--- src/rtl/lcdt_pkg.sv ---
// Package for the LCD line and mode timing core: timing constants, mode and
// render event codes, register indexes and field types. No dependencies.
package lcdt_pkg;

    localparam int unsigned CountW = 10;
    localparam int unsigned LineW  = 8;

    typedef logic [CountW-1:0] count_t;
    typedef logic [LineW-1:0]  line_t;
    typedef logic [1:0]        mode_t;
    typedef logic [2:0]        event_t;
    typedef logic [7:0]        step_t;

    localparam count_t LINE_CYCLES  = count_t'(456);
    localparam count_t OAM_END      = count_t'(80);
    localparam count_t DRAW_END     = count_t'(289);
    localparam line_t  VBLANK_FIRST = line_t'(144);
    localparam line_t  LAST_LINE    = line_t'(153);

    localparam mode_t MODE_H_BLANK = 2'd0;
    localparam mode_t MODE_V_BLANK = 2'd1;
    localparam mode_t MODE_OAM     = 2'd2;
    localparam mode_t MODE_DRAW    = 2'd3;

    localparam event_t EV_NONE    = 3'd0;
    localparam event_t EV_SPRITES = 3'd1;
    localparam event_t EV_DRAW    = 3'd2;
    localparam event_t EV_FRAME   = 3'd3;
    localparam event_t EV_OFF     = 3'd4;

    localparam logic CMD_ADVANCE   = 1'b0;
    localparam logic CMD_LINE_RST  = 1'b1;

    typedef logic [2:0] reg_idx_t;
    localparam reg_idx_t REG_DISPLAY_ENABLE = 3'd0;
    localparam reg_idx_t REG_COMPARE_LINE   = 3'd1;
    localparam reg_idx_t REG_HBLANK_IRQ_EN  = 3'd2;
    localparam reg_idx_t REG_VBLANK_IRQ_EN  = 3'd3;
    localparam reg_idx_t REG_OAM_IRQ_EN     = 3'd4;
    localparam reg_idx_t REG_COINC_IRQ_EN   = 3'd5;

    localparam int unsigned AddrW = 5;

    typedef struct packed {
        logic   cmd;
        step_t  cycle_step;
    } in_item_t;

    typedef struct packed {
        line_t  line;
        mode_t  lcd_mode;
        logic   coincidence;
        logic   stat_irq;
        logic   vblank_irq;
        event_t render_event;
        logic   frame_wrap;
    } out_item_t;

endpackage

--- src/rtl/lcdt_in_if.sv ---
// Input channel of the LCD timing core: valid/ready plus command and step.
// Depends on lcdt_pkg.
interface lcdt_in_if import lcdt_pkg::*; ();
    logic  valid;
    logic  ready;
    logic  cmd;
    step_t cycle_step;

    modport source (output valid, output cmd, output cycle_step, input ready);
    modport sink   (input valid, input cmd, input cycle_step, output ready);
endinterface

--- src/rtl/lcdt_out_if.sv ---
// Result channel of the LCD timing core: valid/ready plus line, mode, flags
// and render event. Depends on lcdt_pkg.
interface lcdt_out_if import lcdt_pkg::*; ();
    logic   valid;
    logic   ready;
    line_t  line;
    mode_t  lcd_mode;
    logic   coincidence;
    logic   stat_irq;
    logic   vblank_irq;
    event_t render_event;
    logic   frame_wrap;

    modport source (output valid, output line, output lcd_mode, output coincidence,
                    output stat_irq, output vblank_irq, output render_event,
                    output frame_wrap, input ready);
    modport sink   (input valid, input line, input lcd_mode, input coincidence,
                    input stat_irq, input vblank_irq, input render_event,
                    input frame_wrap, output ready);
endinterface

--- src/rtl/lcd_line_mode_timing_core.sv ---
// Top level of the LCD line and mode timing core: APB register file, input
// register, timing update and result register. Depends on lcdt_pkg,
// lcdt_in_if and lcdt_out_if.
//
//  channel | kind        | payload                                      | accept
//  --------+-------------+----------------------------------------------+-------------------
//  req     | stream in   | cmd, cycle_step                              | valid & ready
//  rsp     | stream out  | line, lcd_mode, coincidence, stat_irq,       | valid & ready
//          |             | vblank_irq, render_event, frame_wrap         |
//  apb     | config port | paddr, pwdata, prdata (6 regs at 4*i)        | psel&penable&pwrite
//
// One transaction per clock sustained while rsp keeps taking results; an
// accepted req item is held in the input register and its result is then
// loaded into the result register, from which rsp takes it. The timing state
// updates as the item leaves the input register, so the next item sees it with no bubble.
// Reset: count 456, line 0, previous line 0, mode hblank, flag clear, all
// registers zero, both stages empty.
// Stalls: a held result blocks the input register; req.ready drops only when
// both stages are full and rsp is not taken.
module lcd_line_mode_timing_core
    import lcdt_pkg::*;
(
    input  logic                clk,
    input  logic                rst_n,
    input  logic                psel,
    input  logic                penable,
    input  logic                pwrite,
    input  logic [AddrW-1:0]    paddr,
    input  logic [31:0]         pwdata,
    output logic [31:0]         prdata,
    output logic                pready,
    lcdt_in_if.sink             req,
    lcdt_out_if.source          rsp
);

    // ------------------------------------------------------------------
    // Configuration registers
    // ------------------------------------------------------------------
    logic     display_enable_reg;
    line_t    compare_line_reg;
    logic     hblank_irq_en_reg;
    logic     vblank_irq_en_reg;
    logic     oam_irq_en_reg;
    logic     coinc_irq_en_reg;
    logic     cfg_write;
    reg_idx_t cfg_idx;

    assign pready    = 1'b1;
    assign cfg_write = psel && penable && pwrite && pready;
    assign cfg_idx   = paddr[AddrW-1:2];

    always_ff @(posedge clk or negedge rst_n)
    begin
        if (!rst_n)
        begin
            display_enable_reg <= 1'b0;
            compare_line_reg   <= '0;
            hblank_irq_en_reg  <= 1'b0;
            vblank_irq_en_reg  <= 1'b0;
            oam_irq_en_reg     <= 1'b0;
            coinc_irq_en_reg   <= 1'b0;
        end
        else if (cfg_write)
        begin
            // drop writes beyond the register list
            unique case (cfg_idx)
                REG_DISPLAY_ENABLE: display_enable_reg <= pwdata[0];
                REG_COMPARE_LINE:   compare_line_reg   <= pwdata[LineW-1:0];
                REG_HBLANK_IRQ_EN:  hblank_irq_en_reg  <= pwdata[0];
                REG_VBLANK_IRQ_EN:  vblank_irq_en_reg  <= pwdata[0];
                REG_OAM_IRQ_EN:     oam_irq_en_reg     <= pwdata[0];
                REG_COINC_IRQ_EN:   coinc_irq_en_reg   <= pwdata[0];
                default: ;
            endcase
        end
    end

    always_comb
    begin
        prdata = '0;
        unique case (cfg_idx)
            REG_DISPLAY_ENABLE: prdata[0]         = display_enable_reg;
            REG_COMPARE_LINE:   prdata[LineW-1:0] = compare_line_reg;
            REG_HBLANK_IRQ_EN:  prdata[0]         = hblank_irq_en_reg;
            REG_VBLANK_IRQ_EN:  prdata[0]         = vblank_irq_en_reg;
            REG_OAM_IRQ_EN:     prdata[0]         = oam_irq_en_reg;
            REG_COINC_IRQ_EN:   prdata[0]         = coinc_irq_en_reg;
            default:            prdata            = '0;
        endcase
    end

    // ------------------------------------------------------------------
    // Handshake: input register feeds the result register
    // ------------------------------------------------------------------
    logic      in_valid_reg;
    in_item_t  in_item_reg;
    logic      out_valid_reg;
    out_item_t out_item_reg;
    logic      advance;
    logic      take_in;

    // move the held item on when the result register is empty or drained
    assign advance = !out_valid_reg || rsp.ready;
    assign req.ready = !in_valid_reg || advance;
    assign take_in = req.valid && req.ready;

    always_ff @(posedge clk or negedge rst_n)
    begin
        if (!rst_n)
            in_valid_reg <= 1'b0;
        else if (req.ready)
            in_valid_reg <= req.valid;
    end

    always_ff @(posedge clk)
    begin
        if (take_in)
        begin
            in_item_reg.cmd        <= req.cmd;
            in_item_reg.cycle_step <= req.cycle_step;
        end
    end

    // ------------------------------------------------------------------
    // Timing state
    // ------------------------------------------------------------------
    count_t cycle_count_reg,   cycle_count_next;
    line_t  current_line_reg,  current_line_next;
    line_t  previous_line_reg, previous_line_next;
    mode_t  mode_reg,          mode_next;
    logic   coinc_reg,         coinc_next;
    out_item_t result;

    count_t sum;
    line_t  line_inc;
    mode_t  pick;
    logic   line_changed;

    always_comb
    begin
        // mode from the line and the count held before this advance
        if (current_line_reg >= VBLANK_FIRST && current_line_reg <= LAST_LINE)
            pick = MODE_V_BLANK;
        else if (cycle_count_reg <= OAM_END)
            pick = MODE_OAM;
        else if (cycle_count_reg <= DRAW_END)
            pick = MODE_DRAW;
        else
            pick = MODE_H_BLANK;

        sum          = cycle_count_reg + count_t'(in_item_reg.cycle_step);
        line_inc     = current_line_reg + line_t'(1);
        line_changed = previous_line_reg != current_line_reg;

        cycle_count_next   = cycle_count_reg;
        current_line_next  = current_line_reg;
        previous_line_next = previous_line_reg;
        mode_next          = mode_reg;
        coinc_next         = coinc_reg;

        result.stat_irq     = 1'b0;
        result.vblank_irq   = 1'b0;
        result.render_event = EV_NONE;
        result.frame_wrap   = 1'b0;

        priority if (in_item_reg.cmd == CMD_LINE_RST)
        begin
            // LY write: only the line counter moves
            current_line_next = '0;
        end
        else if (!display_enable_reg)
        begin
            // hold timing in reset while the display is off
            cycle_count_next    = LINE_CYCLES;
            current_line_next   = '0;
            mode_next           = MODE_H_BLANK;
            result.render_event = EV_OFF;
        end
        else
        begin
            if (line_changed)
            begin
                coinc_next = current_line_reg == compare_line_reg;
                if (coinc_next && coinc_irq_en_reg)
                    result.stat_irq = 1'b1;
            end
            mode_next = pick;

            if (mode_reg != pick)
            begin
                unique case (pick)
                    MODE_OAM:
                    begin
                        result.render_event = EV_SPRITES;
                        if (oam_irq_en_reg)
                            result.stat_irq = 1'b1;
                    end
                    MODE_DRAW:
                        result.render_event = EV_DRAW;
                    MODE_H_BLANK:
                    begin
                        if (hblank_irq_en_reg)
                            result.stat_irq = 1'b1;
                    end
                    MODE_V_BLANK:
                    begin
                        result.render_event = EV_FRAME;
                        if (vblank_irq_en_reg)
                            result.stat_irq = 1'b1;
                        else
                            result.vblank_irq = 1'b1;
                    end
                endcase
            end

            previous_line_next = current_line_reg;
            cycle_count_next   = sum;
            // end of line: restart the count and drop the leftover cycles
            if (sum >= LINE_CYCLES)
            begin
                cycle_count_next = '0;
                if (current_line_reg >= LAST_LINE)
                begin
                    current_line_next = '0;
                    result.frame_wrap = 1'b1;
                end
                else
                    current_line_next = line_inc;
            end
        end

        result.line        = current_line_next;
        result.lcd_mode    = mode_next;
        result.coincidence = coinc_next;
    end

    always_ff @(posedge clk or negedge rst_n)
    begin
        if (!rst_n)
        begin
            cycle_count_reg   <= LINE_CYCLES;
            current_line_reg  <= '0;
            previous_line_reg <= '0;
            mode_reg          <= MODE_H_BLANK;
            coinc_reg         <= 1'b0;
            out_valid_reg     <= 1'b0;
        end
        else if (in_valid_reg && advance)
        begin
            cycle_count_reg   <= cycle_count_next;
            current_line_reg  <= current_line_next;
            previous_line_reg <= previous_line_next;
            mode_reg          <= mode_next;
            coinc_reg         <= coinc_next;
            out_valid_reg     <= 1'b1;
        end
        else if (rsp.ready)
            out_valid_reg <= 1'b0;
    end

    always_ff @(posedge clk)
    begin
        if (in_valid_reg && advance)
            out_item_reg <= result;
    end

    assign rsp.valid        = out_valid_reg;
    assign rsp.line         = out_item_reg.line;
    assign rsp.lcd_mode     = out_item_reg.lcd_mode;
    assign rsp.coincidence  = out_item_reg.coincidence;
    assign rsp.stat_irq     = out_item_reg.stat_irq;
    assign rsp.vblank_irq   = out_item_reg.vblank_irq;
    assign rsp.render_event = out_item_reg.render_event;
    assign rsp.frame_wrap   = out_item_reg.frame_wrap;

    // ------------------------------------------------------------------
    // Assertions
    // ------------------------------------------------------------------
    a_count_range: assert property (@(posedge clk) disable iff (!rst_n)
        cycle_count_reg <= LINE_CYCLES)
        else $error("cycle count beyond line length");

    a_line_range: assert property (@(posedge clk) disable iff (!rst_n)
        current_line_reg <= LAST_LINE)
        else $error("line counter beyond last line");

    a_stall_hold: assert property (@(posedge clk) disable iff (!rst_n)
        out_valid_reg && !rsp.ready |=> $stable(cycle_count_reg) && $stable(current_line_reg))
        else $error("timing state moved while result stalled");

    a_wrap_line0: assert property (@(posedge clk) disable iff (!rst_n)
        out_valid_reg && out_item_reg.frame_wrap |-> out_item_reg.line == '0)
        else $error("frame wrap without line 0");

    a_vbl_event: assert property (@(posedge clk) disable iff (!rst_n)
        out_valid_reg && out_item_reg.vblank_irq |-> out_item_reg.render_event == EV_FRAME)
        else $error("vblank interrupt without frame event");

endmodule

--- src/flat_wrapper.sv ---
// flat-port wrapper written by rule: the top's interface ports become plain ports
module lcd_line_mode_timing_core_flat import lcdt_pkg::*;
  (clk, rst_n, psel, penable, pwrite, paddr, pwdata, prdata, pready, req_valid, req_cmd, req_cycle_step, req_ready, rsp_valid, rsp_line, rsp_lcd_mode, rsp_coincidence, rsp_stat_irq, rsp_vblank_irq, rsp_render_event, rsp_frame_wrap, rsp_ready);
  lcdt_in_if req_i ();
  lcdt_out_if rsp_i ();
  input  logic clk;
  input  logic rst_n;
  input  logic psel;
  input  logic penable;
  input  logic pwrite;
  input  logic [AddrW-1:0] paddr;
  input  logic [31:0] pwdata;
  output logic [31:0] prdata;
  output logic pready;
  input wire logic [$bits(req_i.valid)-1:0] req_valid;
  input wire logic [$bits(req_i.cmd)-1:0] req_cmd;
  input wire logic [$bits(req_i.cycle_step)-1:0] req_cycle_step;
  output wire logic [$bits(req_i.ready)-1:0] req_ready;
  output wire logic [$bits(rsp_i.valid)-1:0] rsp_valid;
  output wire logic [$bits(rsp_i.line)-1:0] rsp_line;
  output wire logic [$bits(rsp_i.lcd_mode)-1:0] rsp_lcd_mode;
  output wire logic [$bits(rsp_i.coincidence)-1:0] rsp_coincidence;
  output wire logic [$bits(rsp_i.stat_irq)-1:0] rsp_stat_irq;
  output wire logic [$bits(rsp_i.vblank_irq)-1:0] rsp_vblank_irq;
  output wire logic [$bits(rsp_i.render_event)-1:0] rsp_render_event;
  output wire logic [$bits(rsp_i.frame_wrap)-1:0] rsp_frame_wrap;
  input wire logic [$bits(rsp_i.ready)-1:0] rsp_ready;
  assign req_i.valid = req_valid;
  assign req_i.cmd = req_cmd;
  assign req_i.cycle_step = req_cycle_step;
  assign req_ready = req_i.ready;
  assign rsp_valid = rsp_i.valid;
  assign rsp_line = rsp_i.line;
  assign rsp_lcd_mode = rsp_i.lcd_mode;
  assign rsp_coincidence = rsp_i.coincidence;
  assign rsp_stat_irq = rsp_i.stat_irq;
  assign rsp_vblank_irq = rsp_i.vblank_irq;
  assign rsp_render_event = rsp_i.render_event;
  assign rsp_frame_wrap = rsp_i.frame_wrap;
  assign rsp_i.ready = rsp_ready;
  lcd_line_mode_timing_core u_core (.clk(clk), .rst_n(rst_n), .psel(psel), .penable(penable), .pwrite(pwrite), .paddr(paddr), .pwdata(pwdata), .prdata(prdata), .pready(pready), .req(req_i), .rsp(rsp_i));
endmodule
--- config.mk ---
export PLATFORM = sky130hd
export DESIGN_NAME = lcd_line_mode_timing_core_flat
export DESIGN_NICKNAME = d
export VERILOG_FILES = /design/src/rtl/lcdt_pkg.sv /design/src/rtl/lcdt_in_if.sv /design/src/rtl/lcdt_out_if.sv /design/src/rtl/lcd_line_mode_timing_core.sv /design/src/flat_wrapper.sv
export SDC_FILE = /design/constraint.sdc
export NUM_CORES = 1
export LEC_CHECK = 0
export ABC_AREA = 1
export BUFFER_PORTS_ARGS = -buffer_cell sky130_fd_sc_hd__clkbuf_2
export CORE_AREA = 3 3 96 98
export CTS_BUF_LIST = sky130_fd_sc_hd__clkbuf_4
export CTS_CLUSTER_SIZE = 30
export DETAILED_ROUTE_END_ITERATION = 12
export DIE_AREA = 0 0 99 101
export PLACE_DENSITY = 0.75
export SLEW_MARGIN = 20
export SYNTH_ARGS = -nofsm -noshare
export SYNTH_HDL_FRONTEND = slang
export SYNTH_SLANG_ARGS = --single-unit
--- constraint.sdc ---
create_clock -name clk -period 7.05 [get_ports clk]
set_clock_uncertainty 0.2 [all_clocks]
set_input_delay 0.705 -clock clk [delete_from_list [all_inputs] [get_ports clk]]
set_output_delay 0.705 -clock clk [all_outputs]
set_load 0.02 [all_outputs]
# Word-level counts from Yosys, hierarchy flattened
# Index checks and enable logic that the tools add are counted.
# classes
eq_ne,11
bitwise_logic,5
muxes,30
magnitude_cmp,6
n_reduce_logical,25
div,0
multipliers,0
shift,0
add_sub_neg,2
# ops
cell,n
2-to-1 mux 8 bit,4
2-to-1 mux 10 bit,2
">= comparator 8 bit, second input constant",2
AND reduction 2 bit,7
2-to-1 mux 1 bit,13
adder 10 x 8 -> 10 bit,1
">= comparator 10 x 9 -> 1 bit, second input constant",1
"less-or-equal comparator 10 x 7 -> 1 bit, second input constant",1
"less-or-equal comparator 10 x 9 -> 1 bit, second input constant",1
2-to-1 mux 2 bit,5
"adder 8 x 1 -> 8 bit, second input constant",1
equality test 8 bit,1
"less-or-equal comparator 8 bit, second input constant",1
!= test 8 bit,1
2-to-1 mux 7 bit,1
"equality test 3 x 2 -> 1 bit, second input constant",2
"equality test 3 bit, second input constant",2
logical AND 1 bit,6
case mux 1 bit (6 select lines),1
case mux 2 bit (3 select lines),1
OR reduction 3 bit,2
2-to-1 mux 5 bit,1
NOT 1 bit,5
"equality test 2 bit, second input constant",2
other kinds (13),15
# word_totals
latch_bits,0
n_memories,0
output_inout_bits,52
mem_bits_ro,0
wordCells,102
register_bits,70
ramBits,0
input_bits,53

# Logic depth before layout (Yosys ltp)
# depth
depth_word,8
ltp_mapped,16
ltp_nobuf,15

# Worst setup path before layout
# Ideal clock, no wire load.
# synth_path
path_type,register to register
startpoint,reg u_core.cycle_count_reg[0]
endpoint,"reg u_core.out_item_reg (netlist bit u_core.rsp.line[4]), data pin"
required_time_ns,6.595
arrival_time_ns,2.000
period_less_slack_ns,2.455
setup_time_ns,0.255
stages_incl_launch_ff,15
slack_ns,4.595
path_buffers,1
path_cell_list,dfrtp_1 ha_1 fa_1 nand3_1 nand2_1 nand2_1 nand2_1 nor2_1 nand2_1 nand2_2 nor2_1 nor2_2 buf_6 nand2_2 and3_1
# synth_between
elab_chain_cells,5
# synth_rtl
element,line_no,text
from (decl),lcd_line_mode_timing_core.sv:127,"count_t cycle_count_reg, cycle_count_next;"
from (signal assigned),lcd_line_mode_timing_core.sv:250,cycle_count_reg <= cycle_count_next;
adder 10 x 8 -> 10 bit,lcd_line_mode_timing_core.sv:151,sum = cycle_count_reg + count_t'(in_item_reg.cycle_step);
>= comparator 10 x 9 -> 1 bit,lcd_line_mode_timing_core.sv:219,if (sum >= LINE_CYCLES)
2-to-1 mux 8 bit,lcd_line_mode_timing_core.sv:219,
2-to-1 mux 8 bit,lcd_line_mode_timing_core.sv:171,else if (!display_enable_reg)
2-to-1 mux 8 bit,lcd_line_mode_timing_core.sv:166,priority if (in_item_reg.cmd == CMD_LINE_RST)
named net u_core.current_line_next[4],lcd_line_mode_timing_core.sv:128,"line_t current_line_reg, current_line_next;"
to (signal assigned),lcd_line_mode_timing_core.sv:264,out_item_reg <= result;
to (decl),lcd_line_mode_timing_core.sv:98,out_item_t out_item_reg;
# The timed path passes the listed nets, and every way through them passes these cells.
# A chain may end at the register's enable or synchronous reset.

# Worst setup path after layout
# layout_path
startpoint,reg u_core.cycle_count_reg[0]
endpoint,"reg u_core.out_item_reg (netlist bit u_core.rsp.line[7]), data pin"
# Same word-level chain as after synthesis.

==> run_results.csv <==
group,metric,value,unit
power_and_ir_drop,leakagePower,2.31,nW
route,via_count,3429,
grt,grt_pass1_vias,3082,
floorplan,core-area,0.00855,mm^2
timing,worst_slack,3980,ps
cts,clockRootBuffer,"clkbuf_4",
route,first_iter_violations,182,
cts,cts.sinks,70,
logic_synthesis,synth-seq-cells,70,
cts,cts_buffers,9,
cts,clock_latency,420,ps
placed_design,io_buffers,53,
logic_synthesis,netlist_area,0.00416,mm^2
timing,min_period,3070,ps
cts,cts_tree,"yes",
power_and_ir_drop,pwr-share-comb,43.7,%
hold_path,hp-class,"in2async",
logic_synthesis,yosysWarnings,0,
cts,clk_pin_slew,130,ps
critical_path,crit_fanout,12,
floorplan,top_level_ports,105,
cts,cts_buffer_depth,2,
cts,cts_resized,0,
power_and_ir_drop,internal-power,910,uW
final_layout,fin_area,0.00455,mm^2
power_and_ir_drop,swShare,43.0,%
final_layout,largest_register_ffs,10,
timing,rsz0062_at_grt,"false",
floorplan,start_util,48.7,%
logic_synthesis,synth_cell_types,44,
critical_path,arrival,3050,ps
critical_path,startpoint_type,"flip-flop",
logic_synthesis,synthArstFlopShare,62.9,%
critical_path,critPathCaptureType,"flip-flop",
route,wl_per_cell,12.6,um
cts,cts_setup_buffers,0,
placed_design,place_area,0.00439,mm^2
route,via_per_inst,5.09,
logic_synthesis,synthesis.instances,511,
route,ant_nets,0,
timing,hold_viol_final,0,
critical_path,critPathBufInv,0,
flow_run,drv_cap,0,
timing,min_period_over_period,43.6,%
placed_design,place_hpwl,6270,um
critical_path,cp.required,7030,ps
grt,grt_max_degree,45,
final_layout,final_nets,629,
final_layout,areaGrowthSynthToFinish,9.41,%
placed_design,gp_congestion,0.869,
route,drt_first_pass_iters,6,
grt,grt_pass1_wl,14000,um
critical_path,crit_slowest_cell,"nor2_2",
cts,cts_hold_buffers,0,
power_and_ir_drop,switchingPower,686,uW
logic_synthesis,avgSynthCellArea,8.14,um^2
grt,antenna_found_initial,0,
logic_synthesis,synth-edff-count,26,
route,finalWirelength,8490,um
floorplan,die_area,0.0100,mm^2
floorplan,die_h,101,um
cts,htree_levels,3,
critical_path,crit_path_frequent_cell,"nand2_1",
final_layout,fill_cells,796,
grt,grt-ovfl-total,0,
timing,slew_headroom,40.6,%
power_and_ir_drop,pwr-share-clk,18.7,%
power_and_ir_drop,peakVddDrop,125,uV
timing,hold_slack,52.6,ps
logic_synthesis,synth_seq_area_share,45.4,%
timing,worst_pin_slew,886,ps
final_layout,final_util,53.2,%
timing,drv_slew,0,
final_layout,layoutNonFillerInstCount,674,
floorplan,dieWidth,99,um
final_layout,diodes,0,
logic_synthesis,synth-main-ff-cell,"dfrtp_1",
power_and_ir_drop,p_seq_share,37.5,%
critical_path,crit_type,"reg2reg",
placed_design,preCtsSetupSlack,3980,ps
floorplan,rows,34,
outcome,status,"finished clean",
final_layout,final_layout_size_suffix_gt1_share,17.1,%
route,drcViolationCount,0,
power_and_ir_drop,power.total,1.60,mW
timing,fmax,326,MHz
placed_design,dp.cells,658,
grt,track_usage,17.2,%
critical_path,crit_path_max_incr_delay,450,ps
timing,final-setup-viol-count,0,
power_and_ir_drop,power_density,351,mW/mm^2
critical_path,crit_chain,"ha_1 -> fa_1 -> nand3_1 -> nand2_1 -> nand2_1 -> nand2_1 -> nor2_1 -> nand2_1 -> nand2_2 -> nor2_1 -> nor2_2 -> nand2_1 -> and3_1",
timing,setup_tns,0,ps
critical_path,crit_family,"simple AND/OR/NAND/NOR gates",
-- worst reg2reg max path: stages (launching register included) --
cell and delay, ps:
dfrtp_1 420, ha_1 250, fa_1 420, nand3_1 120, nand2_1 120, nand2_1 90
nand2_1 70, nor2_1 100, nand2_1 80, nand2_2 90, nor2_1 50, nor2_2 450
nand2_1 140, and3_1 240
-- Yosys cell counts (2+ instances only) --
master / number / area share, %
a21oi_1: 18 / 2.2
a21oi_2: 2 / 0.42
a22oi_1: 4 / 0.72
a31oi_1: 4 / 0.60
and2_1: 2 / 0.30
and3_1: 6 / 0.90
buf_2: 3 / 0.36
buf_4: 26 / 4.7
buf_6: 2 / 0.54
clkbuf_1: 4 / 0.36
clkbuf_2: 2 / 0.24
conb_1: 2 / 0.18
dfrtp_1: 40 / 24
dfstp_2: 4 / 2.5
edfxtp_1: 26 / 19
ha_1: 14 / 4.2
inv_1: 60 / 5.4
inv_2: 3 / 0.27
nand2_1: 135 / 12
nand2_2: 10 / 1.5
nand3_1: 24 / 2.9
nand3b_1: 2 / 0.36
nand4_1: 14 / 2.1
nor2_1: 36 / 3.2
nor2_2: 3 / 0.45
nor3_1: 9 / 1.1
o21ai_0: 24 / 2.9
o22ai_1: 4 / 0.60
or2_2: 3 / 0.45
xnor2_1: 8 / 1.7
xor2_1: 4 / 0.84
-- cell families (layout without fill, tap and decap cells) --
logic type      after synthesis  count (layout)  synth area share [%]
flops                        70              70                  45.4
xor+xnor                     12              12                  2.53
simple gates                247             247                  26.1
other cells                   2              25                 0.181
compound gates               64              64                  9.17
buf+inv                     101             133                  12.0
fa+ha+maj                    15              15                  4.69
-- path summary, 6_finish.rpt --
| check | cells past startpoint | start | endpoint | slack, ps |
|---|---|---|---|---|
| hold reg to reg | 2 | u_core.coinc_reg | u_core.coinc_reg | 310 |
| setup reg to reg | 13 | u_core.cycle_count_reg[0] | u_core.rsp.line[7] | 3980 |
| setup / recovery | 13 | u_core.cycle_count_reg[0] | u_core.rsp.line[7] | 3980 |
| max in group asynchronous | 1 | rst_n | u_core.cycle_count_reg[6] | 6160 |
| min in group clk | 1 | req_cycle_step[5] | u_core.in_item_reg[5] | 260 |
| hold / removal | 1 | rst_n | u_core.display_enable_reg | 50 |
-- power groups by stage --
| stage | Clock, mW | Combinational [mW] | Sequential [mW] |
|---|---|---|---|
| floorplan | 0 | 0.562 | 0.601 |
| global placement | 0 | 0.667 | 0.605 |
| detailed placement | 0 | 0.693 | 0.607 |
| CTS | 0.301 | 0.697 | 0.600 |
| global route | 0.319 | 0.791 | 0.613 |
| finish | 0.299 | 0.698 | 0.599 |
-- cells in the final DEF (no fill, tap or decap), types with 9 or more instances in the layout --
cell type	Yosys	final
nand3_1	24	24
ha_1	14	14
dfrtp_1	40	40
nand2_1	135	135
nor2_1	36	36
conb_1	2	25
nand2_2	10	10
edfxtp_1	26	26
clkbuf_2	2	52
nand4_1	14	14
a21oi_1	18	18
inv_1	60	60
clkbuf_4	0	10
o21ai_0	24	24
nor3_1	9	9
-- routing by layer --
layer | vias up | part of all wire (%) | routed length [um] | GRT usage, %
li1 | 1716 | - | - | -
met1 | 1604 | 46 | 3910 | 23.4
met2 | 96 | 47 | 4010 | 27.6
met3 | 13 | 5.4 | 461 | 3.39
met4 | 0 | 1.3 | 108 | 5.78
met5 | - | 0 | 0 | 0
-- final cells by class --
| type | instances | area [um^2] | share of cell area (%) |
|---|---|---|---|
| sequential | 70 | 1890 | 41.5 |
| clock inverter | 6 | 85.1 | 1.87 |
| clock buffer | 10 | 75.1 | 1.65 |
| tap | 108 | 135 | 2.97 |
| inverter | 64 | 240 | 5.28 |
| multi-input combinational | 363 | 1860 | 40.9 |
| timing repair buffer | 53 | 268 | 5.88 |
(Power assumes the default switching activity.)
